--- src/rtl/spac_pkg.sv ---
// ----------------------------------------------------------------------------
// spac_pkg: shared types and constants for the sweep-and-prune collision block
// Entity record layout, opcodes, result kinds and the result record.
// ----------------------------------------------------------------------------
package spac_pkg;

  localparam int unsigned MaxEntities = 8;
  localparam int unsigned IdxW = 3;
  localparam int unsigned CntW = 4;
  localparam int unsigned EventCap = 28;

  localparam logic [1:0] OpLoad   = 2'd0;
  localparam logic [1:0] OpRemove = 2'd1;
  localparam logic [1:0] OpRun    = 2'd2;
  localparam logic [1:0] OpRead   = 2'd3;

  localparam logic [1:0] KindEvent = 2'd0;
  localparam logic [1:0] KindRead  = 2'd1;
  localparam logic [1:0] KindDone  = 2'd2;

  typedef struct packed {
    logic [15:0] pos_x;
    logic [15:0] pos_y;
    logic [7:0]  off_x;
    logic [7:0]  off_y;
    logic [7:0]  width;
    logic [7:0]  height;
    logic        is_static;
    logic        is_trigger;
    logic [7:0]  layer_bits;
    logic [7:0]  interact_bits;
  } entity_t;

  typedef struct packed {
    logic [1:0]  kind;
    logic [2:0]  first_entity;
    logic [2:0]  second_entity;
    logic [14:0] pen;
    logic [1:0]  normal_x;
    logic [1:0]  normal_y;
    logic [15:0] read_x;
    logic [15:0] read_y;
    logic        last_item;
  } result_t;

  // memory port bundle between engine and table
  typedef struct packed {
    logic            we;
    logic [IdxW-1:0] waddr;
    entity_t         wdata;
    logic [IdxW-1:0] raddr;
  } mem_req_t;

endpackage

--- src/rtl/spac_table.sv ---
// ----------------------------------------------------------------------------
// spac_table: entity record memory
// One write port and one synchronous read port; read data is registered.
// ----------------------------------------------------------------------------
module spac_table (
  input  logic              clk_i,
  input  spac_pkg::mem_req_t req_i,
  output spac_pkg::entity_t rdata_o
);

  spac_pkg::entity_t mem_q [spac_pkg::MaxEntities];

  always_ff @(posedge clk_i) begin
    if (req_i.we) begin
      mem_q[req_i.waddr] <= req_i.wdata;
    end
    rdata_o <= mem_q[req_i.raddr];
  end

endmodule

--- src/rtl/spac_engine.sv ---
// ----------------------------------------------------------------------------
// spac_engine: command sequencer
// Loads, removes and reads entries; runs the sort and the pair sweep through
// the entity memory, one memory access per cycle.
// ----------------------------------------------------------------------------
module spac_engine (
  input  logic                     clk_i,
  input  logic                     rst_ni,
  input  logic                     in_valid_i,
  output logic                     in_ready_o,
  input  logic [1:0]               opcode_i,
  input  logic [2:0]               index_i,
  input  spac_pkg::entity_t        ent_i,
  input  logic [3:0]               count_i,
  output spac_pkg::mem_req_t       mem_o,
  input  spac_pkg::entity_t        mem_rdata_i,
  output logic                     res_valid_o,
  input  logic                     res_ready_i,
  output spac_pkg::result_t        res_o
);

  localparam int unsigned IW = spac_pkg::IdxW;
  localparam int unsigned CW = spac_pkg::CntW;
  localparam int unsigned N  = spac_pkg::MaxEntities;

  typedef enum logic [3:0] {
    S_IDLE, S_READ, S_COLLECT, S_SORT_RD, S_SORT_CMP, S_PAIR_A, S_PAIR_B,
    S_PAIR_WAIT, S_TEST, S_PUSH_A, S_PUSH_B, S_EMIT, S_DONE, S_OUT
  } state_e;

  state_e             state_q;
  logic [N-1:0]       valid_q;
  logic [IW-1:0]      order_q [N];
  logic [15:0]        keyx_q [N];
  logic [CW-1:0]      act_q;
  logic [CW-1:0]      i_q, j_q, scan_q;
  logic [IW-1:0]      idx_q;
  logic [5:0]         nev_q;
  spac_pkg::entity_t  ea_q, eb_q;
  spac_pkg::result_t  res_q, res_d;
  logic               rv_q;
  state_e             after_q;
  logic               hit_q;
  logic [14:0]        pen_q;
  logic [1:0]         nx_q, ny_q;
  logic               out_free, res_load;

  // geometry on registered A/B records
  logic signed [19:0] ha, va, hb, vb, cax, cay, cbx, cby, dx, dy, ox, oy, adx, ady;
  logic signed [11:0] ia, ib;
  logic               skip, prune;
  always_comb begin
    ha  = 20'(ea_q.width) <<< 5;
    va  = 20'(ea_q.height) <<< 5;
    hb  = 20'(eb_q.width) <<< 5;
    vb  = 20'(eb_q.height) <<< 5;
    cax = 20'(signed'(ea_q.pos_x)) + (20'(signed'(ea_q.off_x)) <<< 6) + ha;
    cay = 20'(signed'(ea_q.pos_y)) + (20'(signed'(ea_q.off_y)) <<< 6) + va;
    cbx = 20'(signed'(eb_q.pos_x)) + (20'(signed'(eb_q.off_x)) <<< 6) + hb;
    cby = 20'(signed'(eb_q.pos_y)) + (20'(signed'(eb_q.off_y)) <<< 6) + vb;
    dx  = cbx - cax;
    dy  = cby - cay;
    adx = dx[19] ? -dx : dx;
    ady = dy[19] ? -dy : dy;
    ox  = ha + hb - adx;
    oy  = va + vb - ady;
    skip = (ea_q.is_static && eb_q.is_static) ||
           ((ea_q.layer_bits & eb_q.interact_bits) == 8'd0) ||
           ((eb_q.layer_bits & ea_q.interact_bits) == 8'd0);
    ia = 12'(signed'(ea_q.pos_x[15:6])) + 12'(signed'(ea_q.off_x)) + 12'(ea_q.width);
    ib = 12'(signed'(eb_q.pos_x[15:6]));
    prune = ib > ia;
  end

  // insertion sort done as bubble passes: compare slot scan-1 and scan
  logic swap;
  assign swap = $signed(keyx_q[scan_q[IW-1:0]-IW'(1)]) > $signed(keyx_q[scan_q[IW-1:0]]);

  logic [CW-1:0] cnt_sat;
  assign cnt_sat = (count_i > CW'(N)) ? CW'(N) : count_i;

  // pushed values: positions kept at 16 bits (wrap)
  logic signed [17:0] amt_a, amt_b;
  logic [14:0] half;
  always_comb begin
    half = pen_q >> 1;
    if (eb_q.is_static) begin
      amt_a = 18'(pen_q); amt_b = '0;
    end else if (ea_q.is_static) begin
      amt_a = '0; amt_b = 18'(pen_q);
    end else begin
      amt_a = 18'(half); amt_b = 18'(half);
    end
  end

  always_comb begin
    mem_o = '0;
    case (state_q)
      S_IDLE: begin
        mem_o.raddr = index_i;
        mem_o.we    = in_valid_i && in_ready_o && opcode_i == spac_pkg::OpLoad;
        mem_o.waddr = index_i;
        mem_o.wdata = ent_i;
      end
      // hold the address so the readback stays put while the output stalls
      S_READ:    mem_o.raddr = idx_q;
      S_SORT_RD: mem_o.raddr = order_q[scan_q[IW-1:0]];
      S_PAIR_A:  mem_o.raddr = order_q[i_q[IW-1:0]];
      S_PAIR_B:  mem_o.raddr = order_q[j_q[IW-1:0]];
      S_PUSH_A: begin
        mem_o.we = 1'b1;
        mem_o.waddr = order_q[i_q[IW-1:0]];
        mem_o.wdata = ea_q;
        mem_o.wdata.pos_x = ea_q.pos_x - 16'(signed'(nx_q)) * 16'(amt_a);
        mem_o.wdata.pos_y = ea_q.pos_y - 16'(signed'(ny_q)) * 16'(amt_a);
      end
      S_PUSH_B: begin
        mem_o.we = 1'b1;
        mem_o.waddr = order_q[j_q[IW-1:0]];
        mem_o.wdata = eb_q;
        mem_o.wdata.pos_x = eb_q.pos_x + 16'(signed'(nx_q)) * 16'(amt_b);
        mem_o.wdata.pos_y = eb_q.pos_y + 16'(signed'(ny_q)) * 16'(amt_b);
      end
      default: ;
    endcase
  end

  // next result item
  always_comb begin
    res_d = '0;
    case (state_q)
      S_READ: begin
        res_d.kind         = spac_pkg::KindRead;
        res_d.first_entity = idx_q;
        res_d.read_x       = mem_rdata_i.pos_x;
        res_d.read_y       = mem_rdata_i.pos_y;
        res_d.last_item    = 1'b1;
      end
      S_EMIT: begin
        res_d.kind          = spac_pkg::KindEvent;
        res_d.first_entity  = order_q[i_q[IW-1:0]];
        res_d.second_entity = order_q[j_q[IW-1:0]];
        res_d.pen           = pen_q;
        res_d.normal_x      = nx_q;
        res_d.normal_y      = ny_q;
      end
      S_DONE: begin
        res_d.kind      = spac_pkg::KindDone;
        res_d.last_item = 1'b1;
      end
      default: ;
    endcase
  end

  assign out_free = !rv_q || res_ready_i;
  assign res_load = out_free &&
                    (state_q == S_READ || state_q == S_DONE ||
                     (state_q == S_EMIT && hit_q && nev_q < 6'(spac_pkg::EventCap)));

  assign in_ready_o  = state_q == S_IDLE;
  assign res_valid_o = rv_q;
  assign res_o       = res_q;

  always_ff @(posedge clk_i or negedge rst_ni) begin
    if (!rst_ni) begin
      state_q <= S_IDLE;
      valid_q <= '0;
      act_q   <= '0;
      rv_q    <= 1'b0;
      res_q   <= '0;
      hit_q   <= 1'b0;
      i_q <= '0; j_q <= '0; scan_q <= '0; nev_q <= '0; idx_q <= '0;
      after_q <= S_IDLE;
    end else begin
      if (res_load) begin
        rv_q  <= 1'b1;
        res_q <= res_d;
      end else if (res_ready_i) begin
        rv_q <= 1'b0;
      end
      case (state_q)
        S_IDLE: if (in_valid_i && in_ready_o) begin
          idx_q <= index_i;
          case (opcode_i)
            spac_pkg::OpLoad:   valid_q[index_i] <= 1'b1;
            spac_pkg::OpRemove: valid_q[index_i] <= 1'b0;
            spac_pkg::OpRead:   state_q <= S_READ;
            spac_pkg::OpRun: begin
              act_q <= '0; scan_q <= '0; nev_q <= '0;
              state_q <= S_COLLECT;
            end
            default: ;
          endcase
        end
        S_READ: if (out_free) state_q <= S_IDLE;
        S_COLLECT: begin
          if (scan_q >= cnt_sat) begin
            scan_q <= CW'(1);
            i_q <= CW'(1);
            j_q <= '0;
            state_q <= (act_q >= CW'(2)) ? S_SORT_RD : S_DONE;
          end else begin
            if (valid_q[scan_q[IW-1:0]]) begin
              order_q[act_q[IW-1:0]] <= scan_q[IW-1:0];
              act_q <= act_q + CW'(1);
            end
            scan_q <= scan_q + CW'(1);
          end
        end
        // load key x of slot scan into keyx (one read per slot)
        S_SORT_RD: state_q <= S_SORT_CMP;
        S_SORT_CMP: begin
          // first visit of slot scan captures its x; slot 0 captured too
          if (i_q != CW'(0)) begin
            keyx_q[scan_q[IW-1:0]] <= mem_rdata_i.pos_x;
            i_q <= CW'(0);
            if (scan_q == CW'(1)) begin
              // need slot 0 too: fetch it through the read port
              scan_q <= CW'(0);
              after_q <= S_SORT_RD;
              state_q <= S_SORT_RD;
            end
          end else if (after_q == S_SORT_RD) begin
            keyx_q[0] <= mem_rdata_i.pos_x;
            after_q <= S_IDLE;
            scan_q <= CW'(1);
          end else if (scan_q != CW'(0) && swap) begin
            keyx_q[scan_q[IW-1:0]] <= keyx_q[scan_q[IW-1:0]-IW'(1)];
            keyx_q[scan_q[IW-1:0]-IW'(1)] <= keyx_q[scan_q[IW-1:0]];
            order_q[scan_q[IW-1:0]] <= order_q[scan_q[IW-1:0]-IW'(1)];
            order_q[scan_q[IW-1:0]-IW'(1)] <= order_q[scan_q[IW-1:0]];
            scan_q <= scan_q - CW'(1);
          end else begin
            // insertion of current key finished; next key at j_q+2
            if (j_q + CW'(2) >= act_q) begin
              i_q <= '0; j_q <= CW'(1);
              state_q <= S_PAIR_A;
            end else begin
              j_q <= j_q + CW'(1);
              scan_q <= j_q + CW'(2);
              i_q <= CW'(1);
              state_q <= S_SORT_RD;
            end
          end
        end
        S_PAIR_A: state_q <= S_PAIR_B;
        S_PAIR_B: begin
          ea_q <= mem_rdata_i;
          state_q <= S_PAIR_WAIT;
        end
        S_PAIR_WAIT: begin
          eb_q <= mem_rdata_i;
          state_q <= S_TEST;
        end
        S_TEST: begin
          if (skip) begin
            hit_q <= 1'b0;
            state_q <= S_EMIT;
          end else if (prune) begin
            hit_q <= 1'b0;
            j_q <= act_q;
            state_q <= S_EMIT;
          end else if (ox > 0 && oy > 0) begin
            hit_q <= 1'b1;
            if (ox < oy) begin
              pen_q <= ox[14:0]; nx_q <= dx[19] ? 2'b11 : 2'b01; ny_q <= 2'b00;
            end else begin
              pen_q <= oy[14:0]; ny_q <= dy[19] ? 2'b11 : 2'b01; nx_q <= 2'b00;
            end
            state_q <= (ea_q.is_trigger || eb_q.is_trigger) ? S_EMIT : S_PUSH_A;
          end else begin
            hit_q <= 1'b0;
            state_q <= S_EMIT;
          end
        end
        S_PUSH_A: state_q <= S_PUSH_B;
        S_PUSH_B: state_q <= S_EMIT;
        S_EMIT: if (out_free) begin
          if (hit_q && nev_q < 6'(spac_pkg::EventCap)) nev_q <= nev_q + 6'd1;
          if (j_q + CW'(1) < act_q) begin
            j_q <= j_q + CW'(1);
            state_q <= S_PAIR_A;
          end else if (i_q + CW'(2) < act_q) begin
            i_q <= i_q + CW'(1);
            j_q <= i_q + CW'(2);
            state_q <= S_PAIR_A;
          end else begin
            state_q <= S_DONE;
          end
        end
        S_DONE: if (out_free) state_q <= S_IDLE;
        default: state_q <= S_IDLE;
      endcase
    end
  end

endmodule

--- src/rtl/sweep_prune_aabb_collision.sv ---
// ----------------------------------------------------------------------------
// sweep_prune_aabb_collision: sweep-and-prune box collision block
// channel   dir  contents
// s_axis    in   command item: opcode on tuser, index and entity record on tdata
// m_axis    out  event, readback or done item: kind on tuser, last item on tlast
// cfg       in   entity_count
// Load and remove are taken while idle; a read returns a readback item. A run
// collects valid slots, insertion-sorts them by x through the single memory
// read port, then tests each pair and pushes overlapping non-trigger bodies
// apart; the done item follows. Reset clears valid bits and state.
// A stalled result holds the sequencer at its next result; while idle, new
// items are still taken with a result waiting.
// ----------------------------------------------------------------------------
module sweep_prune_aabb_collision (
  input  logic        clk_i,
  input  logic        rst_ni,
  input  logic        s_axis_tvalid,
  output logic        s_axis_tready,
  // entity_index[2:0] pos_x[18:3] pos_y[34:19] box_off_x[42:35]
  // box_off_y[50:43] box_width[58:51] box_height[66:59] is_static[67]
  // is_trigger[68] layer_bits[76:69] interact_bits[84:77]
  input  logic [87:0] s_axis_tdata,
  // opcode[1:0]
  input  logic [1:0]  s_axis_tuser,
  output logic        m_axis_tvalid,
  input  logic        m_axis_tready,
  // first_entity[2:0] second_entity[5:3] penetration_depth[20:6]
  // normal_x[22:21] normal_y[24:23] read_x[40:25] read_y[56:41]
  output logic [63:0] m_axis_tdata,
  // kind[1:0]
  output logic [1:0]  m_axis_tuser,
  output logic        m_axis_tlast,
  input  logic        cfg_valid_i,
  output logic        cfg_ready_o,
  input  logic [3:0]  cfg_data_i
);

  logic [3:0] count_q;
  spac_pkg::entity_t ent;
  spac_pkg::mem_req_t req;
  spac_pkg::entity_t rdata;
  spac_pkg::result_t res;

  assign cfg_ready_o = 1'b1;
  always_ff @(posedge clk_i or negedge rst_ni) begin
    if (!rst_ni) count_q <= 4'(spac_pkg::MaxEntities);
    else if (cfg_valid_i && cfg_ready_o) count_q <= cfg_data_i;
  end

  assign ent = '{pos_x: s_axis_tdata[18:3], pos_y: s_axis_tdata[34:19],
                 off_x: s_axis_tdata[42:35], off_y: s_axis_tdata[50:43],
                 width: s_axis_tdata[58:51], height: s_axis_tdata[66:59],
                 is_static: s_axis_tdata[67], is_trigger: s_axis_tdata[68],
                 layer_bits: s_axis_tdata[76:69], interact_bits: s_axis_tdata[84:77]};

  spac_table u_table (.clk_i, .req_i(req), .rdata_o(rdata));

  spac_engine u_engine (
    .clk_i, .rst_ni,
    .in_valid_i(s_axis_tvalid), .in_ready_o(s_axis_tready),
    .opcode_i(s_axis_tuser), .index_i(s_axis_tdata[2:0]), .ent_i(ent),
    .count_i(count_q), .mem_o(req), .mem_rdata_i(rdata),
    .res_valid_o(m_axis_tvalid), .res_ready_i(m_axis_tready), .res_o(res)
  );

  assign m_axis_tdata = {7'd0, res.read_y, res.read_x, res.normal_y, res.normal_x,
                         res.pen, res.second_entity, res.first_entity};
  assign m_axis_tuser = res.kind;
  assign m_axis_tlast = res.last_item;

`ifndef ASSERT_OFF
  a_hold_stalled: assert property (@(posedge clk_i) disable iff (!rst_ni)
    m_axis_tvalid && !m_axis_tready |=> m_axis_tvalid && $stable(m_axis_tdata) &&
    $stable(m_axis_tuser) && $stable(m_axis_tlast))
    else $error("result changed while stalled");
  a_last_kind: assert property (@(posedge clk_i) disable iff (!rst_ni)
    m_axis_tvalid |-> m_axis_tlast == (m_axis_tuser != spac_pkg::KindEvent))
    else $error("last flag does not match result kind");
`endif

endmodule
--- config.mk ---
export PLATFORM = sky130hd
export DESIGN_NAME = sweep_prune_aabb_collision
export DESIGN_NICKNAME = d
export VERILOG_FILES = /design/src/rtl/spac_pkg.sv /design/src/rtl/spac_table.sv /design/src/rtl/spac_engine.sv /design/src/rtl/sweep_prune_aabb_collision.sv
export SDC_FILE = /design/constraint.sdc
export NUM_CORES = 2
export LEC_CHECK = 0
export BUFFER_PORTS_ARGS = -buffer_cell sky130_fd_sc_hd__buf_2
export CAP_MARGIN = 5
export CORE_AREA = 2 2 360 362
export DETAILED_ROUTE_END_ITERATION = 6
export DIE_AREA = 0 0 362 364
export GPL_TIMING_DRIVEN = 0
export PLACE_DENSITY = 0.66
export RECOVER_POWER = 50
export SYNTH_ARGS = -nofsm -noshare
export SYNTH_HDL_FRONTEND = slang
export SYNTH_SLANG_ARGS = --single-unit
--- constraint.sdc ---
create_clock -name clk_i -period 10 [get_ports clk_i]
set_input_delay 0.5 -clock clk_i [delete_from_list [all_inputs] [get_ports clk_i]]
set_output_delay 0.5 -clock clk_i [all_outputs]
set_load 0.02 [all_outputs]
== Yosys cells after proc, flatten, opt, wreduce, memory -nomap -nowiden ==
Memories as Yosys holds them, arrays and structs flattened. A register that Yosys moved wholly into a read port is not among the register bits.
Index checks and enable logic that the tools add are counted.

* Add/subtract/negate cells: 31
* $mul: 4
* Order comparisons: 15
* Equal/unequal tests: 39
* Muxes and demuxes: 109
* Bitwise gates (word level): 8
* Reductions and logical operators: 50

{| class="wikitable"
|+ Operators with widths
! kind !! number
|-
| one-hot mux 86 bit (3 select lines) || 1
|-
| 2-to-1 mux 4 bit || 44
|-
| adder 20 x 14 -> 20 bit || 4
|-
| adder 16 x 14 -> 17 bit || 4
|-
| multiplier 2 x 16 -> 16 bit || 4
|-
| 2-to-1 mux 16 bit || 4
|-
| one-hot mux 4 bit (12 select lines) || 1
|-
| > comparator 20 x 1 -> 1 bit (second input constant) || 2
|-
| 2-to-1 mux 20 bit || 2
|-
| negator 20 bit || 2
|-
| subtractor 15 x 20 -> 20 bit || 2
|-
| subtractor 20 bit || 2
|-
| adder 16 bit || 2
|-
| 2-to-1 mux 32 bit || 1
|-
| subtractor 16 bit || 2
|-
| 2-to-1 mux 15 bit || 2
|-
| 2-to-1 mux 1 bit || 29
|-
| adder 13 x 13 -> 14 bit || 2
|-
| bitwise AND 8 bit || 3
|-
| 2-to-1 mux 6 bit || 4
|-
| one-hot mux 4 bit (3 select lines) || 2
|-
| 2-to-1 mux 22 bit || 1
|-
| != test 2 bit (second input constant) || 11
|-
| equality test 4 bit (second input constant) || 5
|-
| 60 further kinds || 120
|}

* Flip-flop bits (word level): 290
* Bits in writable memories: 808
* Input port bits: 99
* Output and inout bits: 70
* Logic and storage cells: 303
* Memories kept: 3

{| class="wikitable"
|+ Memory list
! name !! words !! bits a word !! rd ports !! clocked after memory_dff !! write ports !! line !! text
|-
| u_table.mem_q || 8 || 82 || 1 || 1 || 1 || spac_table.sv:11 || <nowiki>spac_pkg::entity_t mem_q [spac_pkg::MaxEntities];</nowiki>
|-
| u_engine.keyx_q || 8 || 16 || 2 || 0 || 2 || spac_engine.sv:34 || <nowiki>logic [15:0] keyx_q [N];</nowiki>
|-
| u_engine.order_q || 8 || 3 || 4 || 0 || 2 || spac_engine.sv:33 || <nowiki>logic [IW-1:0] order_q [N];</nowiki>
|}

== Longest topological paths before layout ==
* Depth in word-level cells: 12
* Depth in mapped cells: 44

== By module ==
From an unflattened synthesis, not the netlist that was laid out.

* Cell total of the unflattened synthesis: 4748
* Area total of the unflattened synthesis: 64244.1 sq um

{| class="wikitable"
|+ Modules (own cells, without submodules)
! module !! times used !! cells each !! area an instance (sq um)
|-
| spac_engine || 1 || 3688 || 36981.7
|-
| spac_table || 1 || 1042 || 27048.4
|-
| sweep_prune_aabb_collision || 1 || 18 || 214.0
|}

== Least setup slack after synthesis ==
No wires, ideal clock.

* Kind: register -> register
* Start: register u_engine.ea_q[72] in the netlist's numbering
* End: register u_engine.nx_q[0] (enable)
* Arrival: 8.798 ns
* Required time: 9.556 ns
* Slack: 0.759 ns
* Stages on the path, launching flop included: 33
* Period minus slack after synthesis: 9.241 ns
* Path through: edfxtp_1 > ha_1 > fa_1 > a21o_1 > a21oi_1 > o21bai_1 > a21oi_1 > xnor2_1 > inv_1 > fa_1 > inv_1 > fa_1 > inv_1 > ha_1 > buf_2 > a21o_1 > a21oi_1 > o21ai_1 > o31ai_4 > clkbuf_1 > o21ai_0 > xor2_1 > ha_1 > a21oi_1 > nor2b_1 > or2_2 > a221o_1 > a221o_1 > a21oi_2 > xnor2_1 > nor4_1 > and3_1 > nor4_1

* Cells in the longest elaborated chain, start to end: 9
* Elaborated cells on any way between the ends: 13

{| class="wikitable"
|+ Ends and longest elaborated chain
! item !! line !! text
|-
| from (decl) || spac_engine.sv:39 || <nowiki>spac_pkg::entity_t ea_q, eb_q;</nowiki>
|-
| from (signal assigned) || spac_engine.sv:248 || <nowiki>ea_q <= mem_rdata_i;</nowiki>
|-
| adder 16 x 14 -> 17 bit || spac_engine.sv:57 || <nowiki>cax = 20'(signed'(ea_q.pos_x)) + (20'(signed'(ea_q.off_x)) <<< 6) + ha;</nowiki>
|-
| adder 20 x 14 -> 20 bit || spac_engine.sv:57 ||
|-
| subtractor 20 bit || spac_engine.sv:61 || <nowiki>dx = cbx - cax;</nowiki>
|-
| negator 20 bit || spac_engine.sv:63 || <nowiki>adx = dx[19] ? -dx : dx;</nowiki>
|-
| 2-to-1 mux 20 bit || spac_engine.sv:63 ||
|-
| subtractor 15 x 20 -> 20 bit || spac_engine.sv:65 || <nowiki>ox = ha + hb - adx;</nowiki>
|-
| > comparator 20 x 1 -> 1 bit || spac_engine.sv:263 || <nowiki>end else if (ox > 0 && oy > 0) begin</nowiki>
|-
| logical AND 1 bit || spac_engine.sv:263 ||
|-
| AND reduction 5 bit (no source line) (*) || -- ||
|-
| to (signal assigned) || spac_engine.sv:266 || <nowiki>pen_q <= ox[14:0]; nx_q <= dx[19] ? 2'b11 : 2'b01; ny_q <= 2'b00;</nowiki>
|-
| to (signal assigned) || spac_engine.sv:268 || <nowiki>pen_q <= oy[14:0]; ny_q <= dy[19] ? 2'b11 : 2'b01; nx_q <= 2'b00;</nowiki>
|-
| to (decl) || spac_engine.sv:45 || <nowiki>logic [1:0] nx_q, ny_q;</nowiki>
|}

Every way passes the cells marked *; elsewhere a longest branch is shown, timed or not.
A chain may end at the register's enable or synchronous reset.

== Worst setup path after layout ==
* Start: register u_engine.ea_q[34] in the netlist's numbering
* End: register u_engine.nx_q[1] (data pin)

* Cells in the longest elaborated chain, start to end: 7

{| class="wikitable"
|+ Ends and longest elaborated chain
! item !! line !! text
|-
| adder 16 x 14 -> 17 bit (*) || spac_engine.sv:58 || <nowiki>cay = 20'(signed'(ea_q.pos_y)) + (20'(signed'(ea_q.off_y)) <<< 6) + va;</nowiki>
|-
| adder 20 x 14 -> 20 bit (*) || spac_engine.sv:58 ||
|-
| subtractor 20 bit (*) || spac_engine.sv:62 || <nowiki>dy = cby - cay;</nowiki>
|-
| negator 20 bit || spac_engine.sv:64 || <nowiki>ady = dy[19] ? -dy : dy;</nowiki>
|-
| 2-to-1 mux 20 bit (*) || spac_engine.sv:64 ||
|-
| subtractor 15 x 20 -> 20 bit (*) || spac_engine.sv:66 || <nowiki>oy = va + vb - ady;</nowiki>
|-
| < comparator 20 bit (*) || spac_engine.sv:265 || <nowiki>if (ox < oy) begin</nowiki>
|}

Marks and branches as above.

==> impl_metrics.yaml <==
outcome:
  outcome: "finished, violations left"
  failed_checks: "DRC, capacitance limit, slew limit"
route:
  vias: 43700
  final_antenna_net_count: 0
  detailedRoute.firstIterationViolations: 5773
  via_per_inst: 6.13
  finalWirelength_um: 195000
  first_pass_iters: 7
  route.detailed.wl_per_inst_um: 27.4
  drt_drc_violations_left: 2
cells_and_area:
  final.fill_count: 10600
  drive_gt1_share_pct: 13.8
  layout.cells.most_common: "edfxtp_1"
  layout.nets: 5868
  layout.cells.non_filler: 7131
  area_delta_synth_final_pct: 12.3
  mostFrequentLayoutCells: "edfxtp_1, nand2_1, inv_1"
sta:
  timing.clock.skew_ps: 86.9
  grt_setup_unrepaired: "false"
  timing.final.crit_share_pct: 94.3
  tightestPinTransition_ps: 4490
  fmaxAchievable_mhz: 106
  finalSetupViolCount: 0
  finalWorstPathRequiredPeriod_ps: 9430
  finalHoldWorstSlack_ps: 42.4
  final.setup.tns_ps: 0
  slew_headroom_pct: -199
  final-max-slew-violation-count: 362
  finalHoldViolCount: 0
grt:
  gr-usage-all-layers_pct: 29.4
  sum_of_overflow_across_all_layers_after_global_routing: 0
  first_global_vias: 42200
  grt_antenna_before_repair: 7
  grt_max_degree: 71
  grt_first_pass_wirelength_um: 282000
min_path:
  hold_class: "in2reg"
  worst_hold_path.num_cells: 2
setup_path:
  cp_slowest_stage_delay_ps: 490
  critical-path-top-delay-family: "compound AO/OA/AOI/OAI gates"
  critical_path_buf_inv_count: 3
  timing.critical_path.mode_cell: "ha_1"
  worst_path_max_delay_cell: "edfxtp_1"
  path_depth: 37
  worstPathMaxFanout: 10
  crit_path_start_kind: "flop"
  reg2reg_depth: 37
  timing.critical_path.required_ps: 10460
  timing_worst_setup_path_type: "reg2reg"
  worstSetupEndpointType: "flop"
  worst-endpoint-arrival_ps: 9890
synthesis:
  ys_dominant_reg_cell: "edfxtp_1"
  synth_enable_flop_cells: 991
  ys_async_rst_share_pct: 8.84
  synth.area.top_cells: "edfxtp_1, mux4_2, ha_1, dfrtp_1, fa_1"
  yosys.cell_types.count: 99
  synth_top_cell_area_share_pct: 46.8
  synth_sequential_area_ratio_pct: 53.5
  postSynthAreaPerCell_um2: 12.7
  synth_area_mm2: 0.0635
  flop_and_latch_count_out_of_synthesis: 1177
  ys.warnings.count: 0
  synth_largest_area_cell: "edfxtp_1"
  synthCells: 5015
pwr:
  power.ir.vdd_worst_mv: 0.209
  power.static_leakage_nw: 27.3
  power_density_mw_per_mm2: 259
clock_tree:
  cts-root-to-sink-buffers: 3
  tritoncts_clock_tree: "yes"
  clkTransAtPathRegs_ps: 60
  worst_skew_pair.late_latency_ps: 780
  cts_max_level: 3
  numCtsBuffers: 117
  cts_root_buffer: "clkbuf_16"
  clock_sink_count: 1177
flow_run:
  cap_violations: 15
floorplanning:
  fp.dieArea_mm2: 0.132
  die_y_um: 364
  core_area_mm2: 0.128
  die_width_um: 362
  initial_utilization_pct: 49.5
  core.rowCount: 132
  num_io_pins: 169
placement:
  numPlacedInstances: 6902
  buffer_ports.inserted: 157
  place_hpwl_um: 144000
  gpl.final_weighted_congestion: 0.980
-- per-stage QoR --
step	util [%]	setup slack [ps]	cell area, um2	power, mW
after global placement	51.8	-1420	66400	13.7
after CTS	55.9	16.1	71800	18.5
final	55.6	569	71400	18.5
after detailed placement	52.7	-248	67600	13.9
after floorplan	-	759	63600	11.4
after global routing	55.6	28.3	71400	19.3
-- layer usage --
metal	vias to the layer above	track usage (%)	wire length (um)
li1	19400	-	-
met1	21600	40.9	78800
met2	2316	45.4	87800
met3	401	5.29	19200
met4	4	13.3	9420
met5	-	0	26
-- report_power, final --
group	internal, mW	leakage (nW)	switching [mW]
Sequential	6.37	11.1	0.351
Clock	2.72	2.01	1.94
Combinational	2.77	14.2	4.34
Total	11.9	27.3	6.64
-- logic make-up after synthesis --
family	count (synthesis)	share of synthesized area (%)
flops	1177	53.5
mux	476	12.0
buf+inv	653	3.92
compound gates	1039	10.6
fa+ha+maj	420	9.46
xor+xnor	206	2.85
simple gates	1042	7.66
other cells	2	0.0118
-- path summary, 6_finish.rpt --
| kind | end | startpoint | slack, ps |
|---|---|---|---|
| max | u_engine.nx_q[1]$_SDFFCE_PN0P_ | u_engine.ea_q[34]$_DFFE_PP_ | 570 |
| max reg2reg | u_engine.nx_q[1]$_SDFFCE_PN0P_ | u_engine.ea_q[34]$_DFFE_PP_ | 570 |
| min | count_q[1]$_DFFE_PN0P_ | cfg_data_i[1] | 40 |
| max in group asynchronous | u_engine.res_o[37]$_DFFE_PN0P_ | rst_ni | 3870 |
| min in group asynchronous | u_engine.scan_q[2]$_DFFE_PN0P_ | rst_ni | 930 |
| min reg2reg | u_engine.eb_q[49]$_DFFE_PP_ | u_table.rdata_o[49]$_DFF_P_ | 410 |
-- layout make-up --
class | count | area, um2 | share of cell area [%]
sequential | 1177 | 34000 | 47.6
multi-input combinational | 3191 | 27200 | 38.1
clock buffer | 172 | 3430 | 4.81
tap | 1675 | 2100 | 2.94
inverter | 421 | 1580 | 2.21
timing repair buffer | 212 | 1480 | 2.07
buffer | 229 | 908 | 1.27
clock inverter | 51 | 688 | 0.964
antenna | 3 | 7.51 | 0.0105
-- cells in the mapped netlist (all sizes together), types with 29 or more instances --
cell type,instances
edfxtp,991
nand2,463
inv,420
o21ai,349
ha,319
mux4,216
a21oi,201
nor2,196
clkbuf,176
mux2i,133
xnor2,130
mux2,127
dfrtp,103
fa,101
dfxtp,82
a21o,81
xor2,76
nor2b,65
buf,56
a222oi,55
nor3,53
and2,52
o22ai,49
nand2b,43
o21bai,41
o21a,35
nand3,34
a22oi,32
o31ai,31
or2,29
-- what timing repair did --
action	in CTS	in global routing
hold endpoints to repair	41	0
resized for setup	2	13
endpoints found under the setup margin	10	38
hold buffers	3	0
buffers inserted	0	3
pin swaps	0	2
-- sequential cells by signal (all words and copies together), names as in the netlist, named ones only --
name,flops
count_q,4
u_engine.i_q,4
u_engine.hit_q,1
u_engine.res_valid_o,1
u_engine.order_q,24
u_engine.scan_q,4
u_engine.eb_q,82
u_engine.ny_q,2
u_engine.state_q,4
u_engine.pen_q,15
u_engine.nx_q,2
u_engine.nev_q,6
u_engine.keyx_q,128
u_engine.act_q,4
u_engine.idx_q,3
u_engine.ea_q,82
u_engine.j_q,4
u_table.rdata_o,82
u_engine.after_q,1
u_engine.res_o,60
u_table.mem_q,656
(Power assumes the default switching activity.)
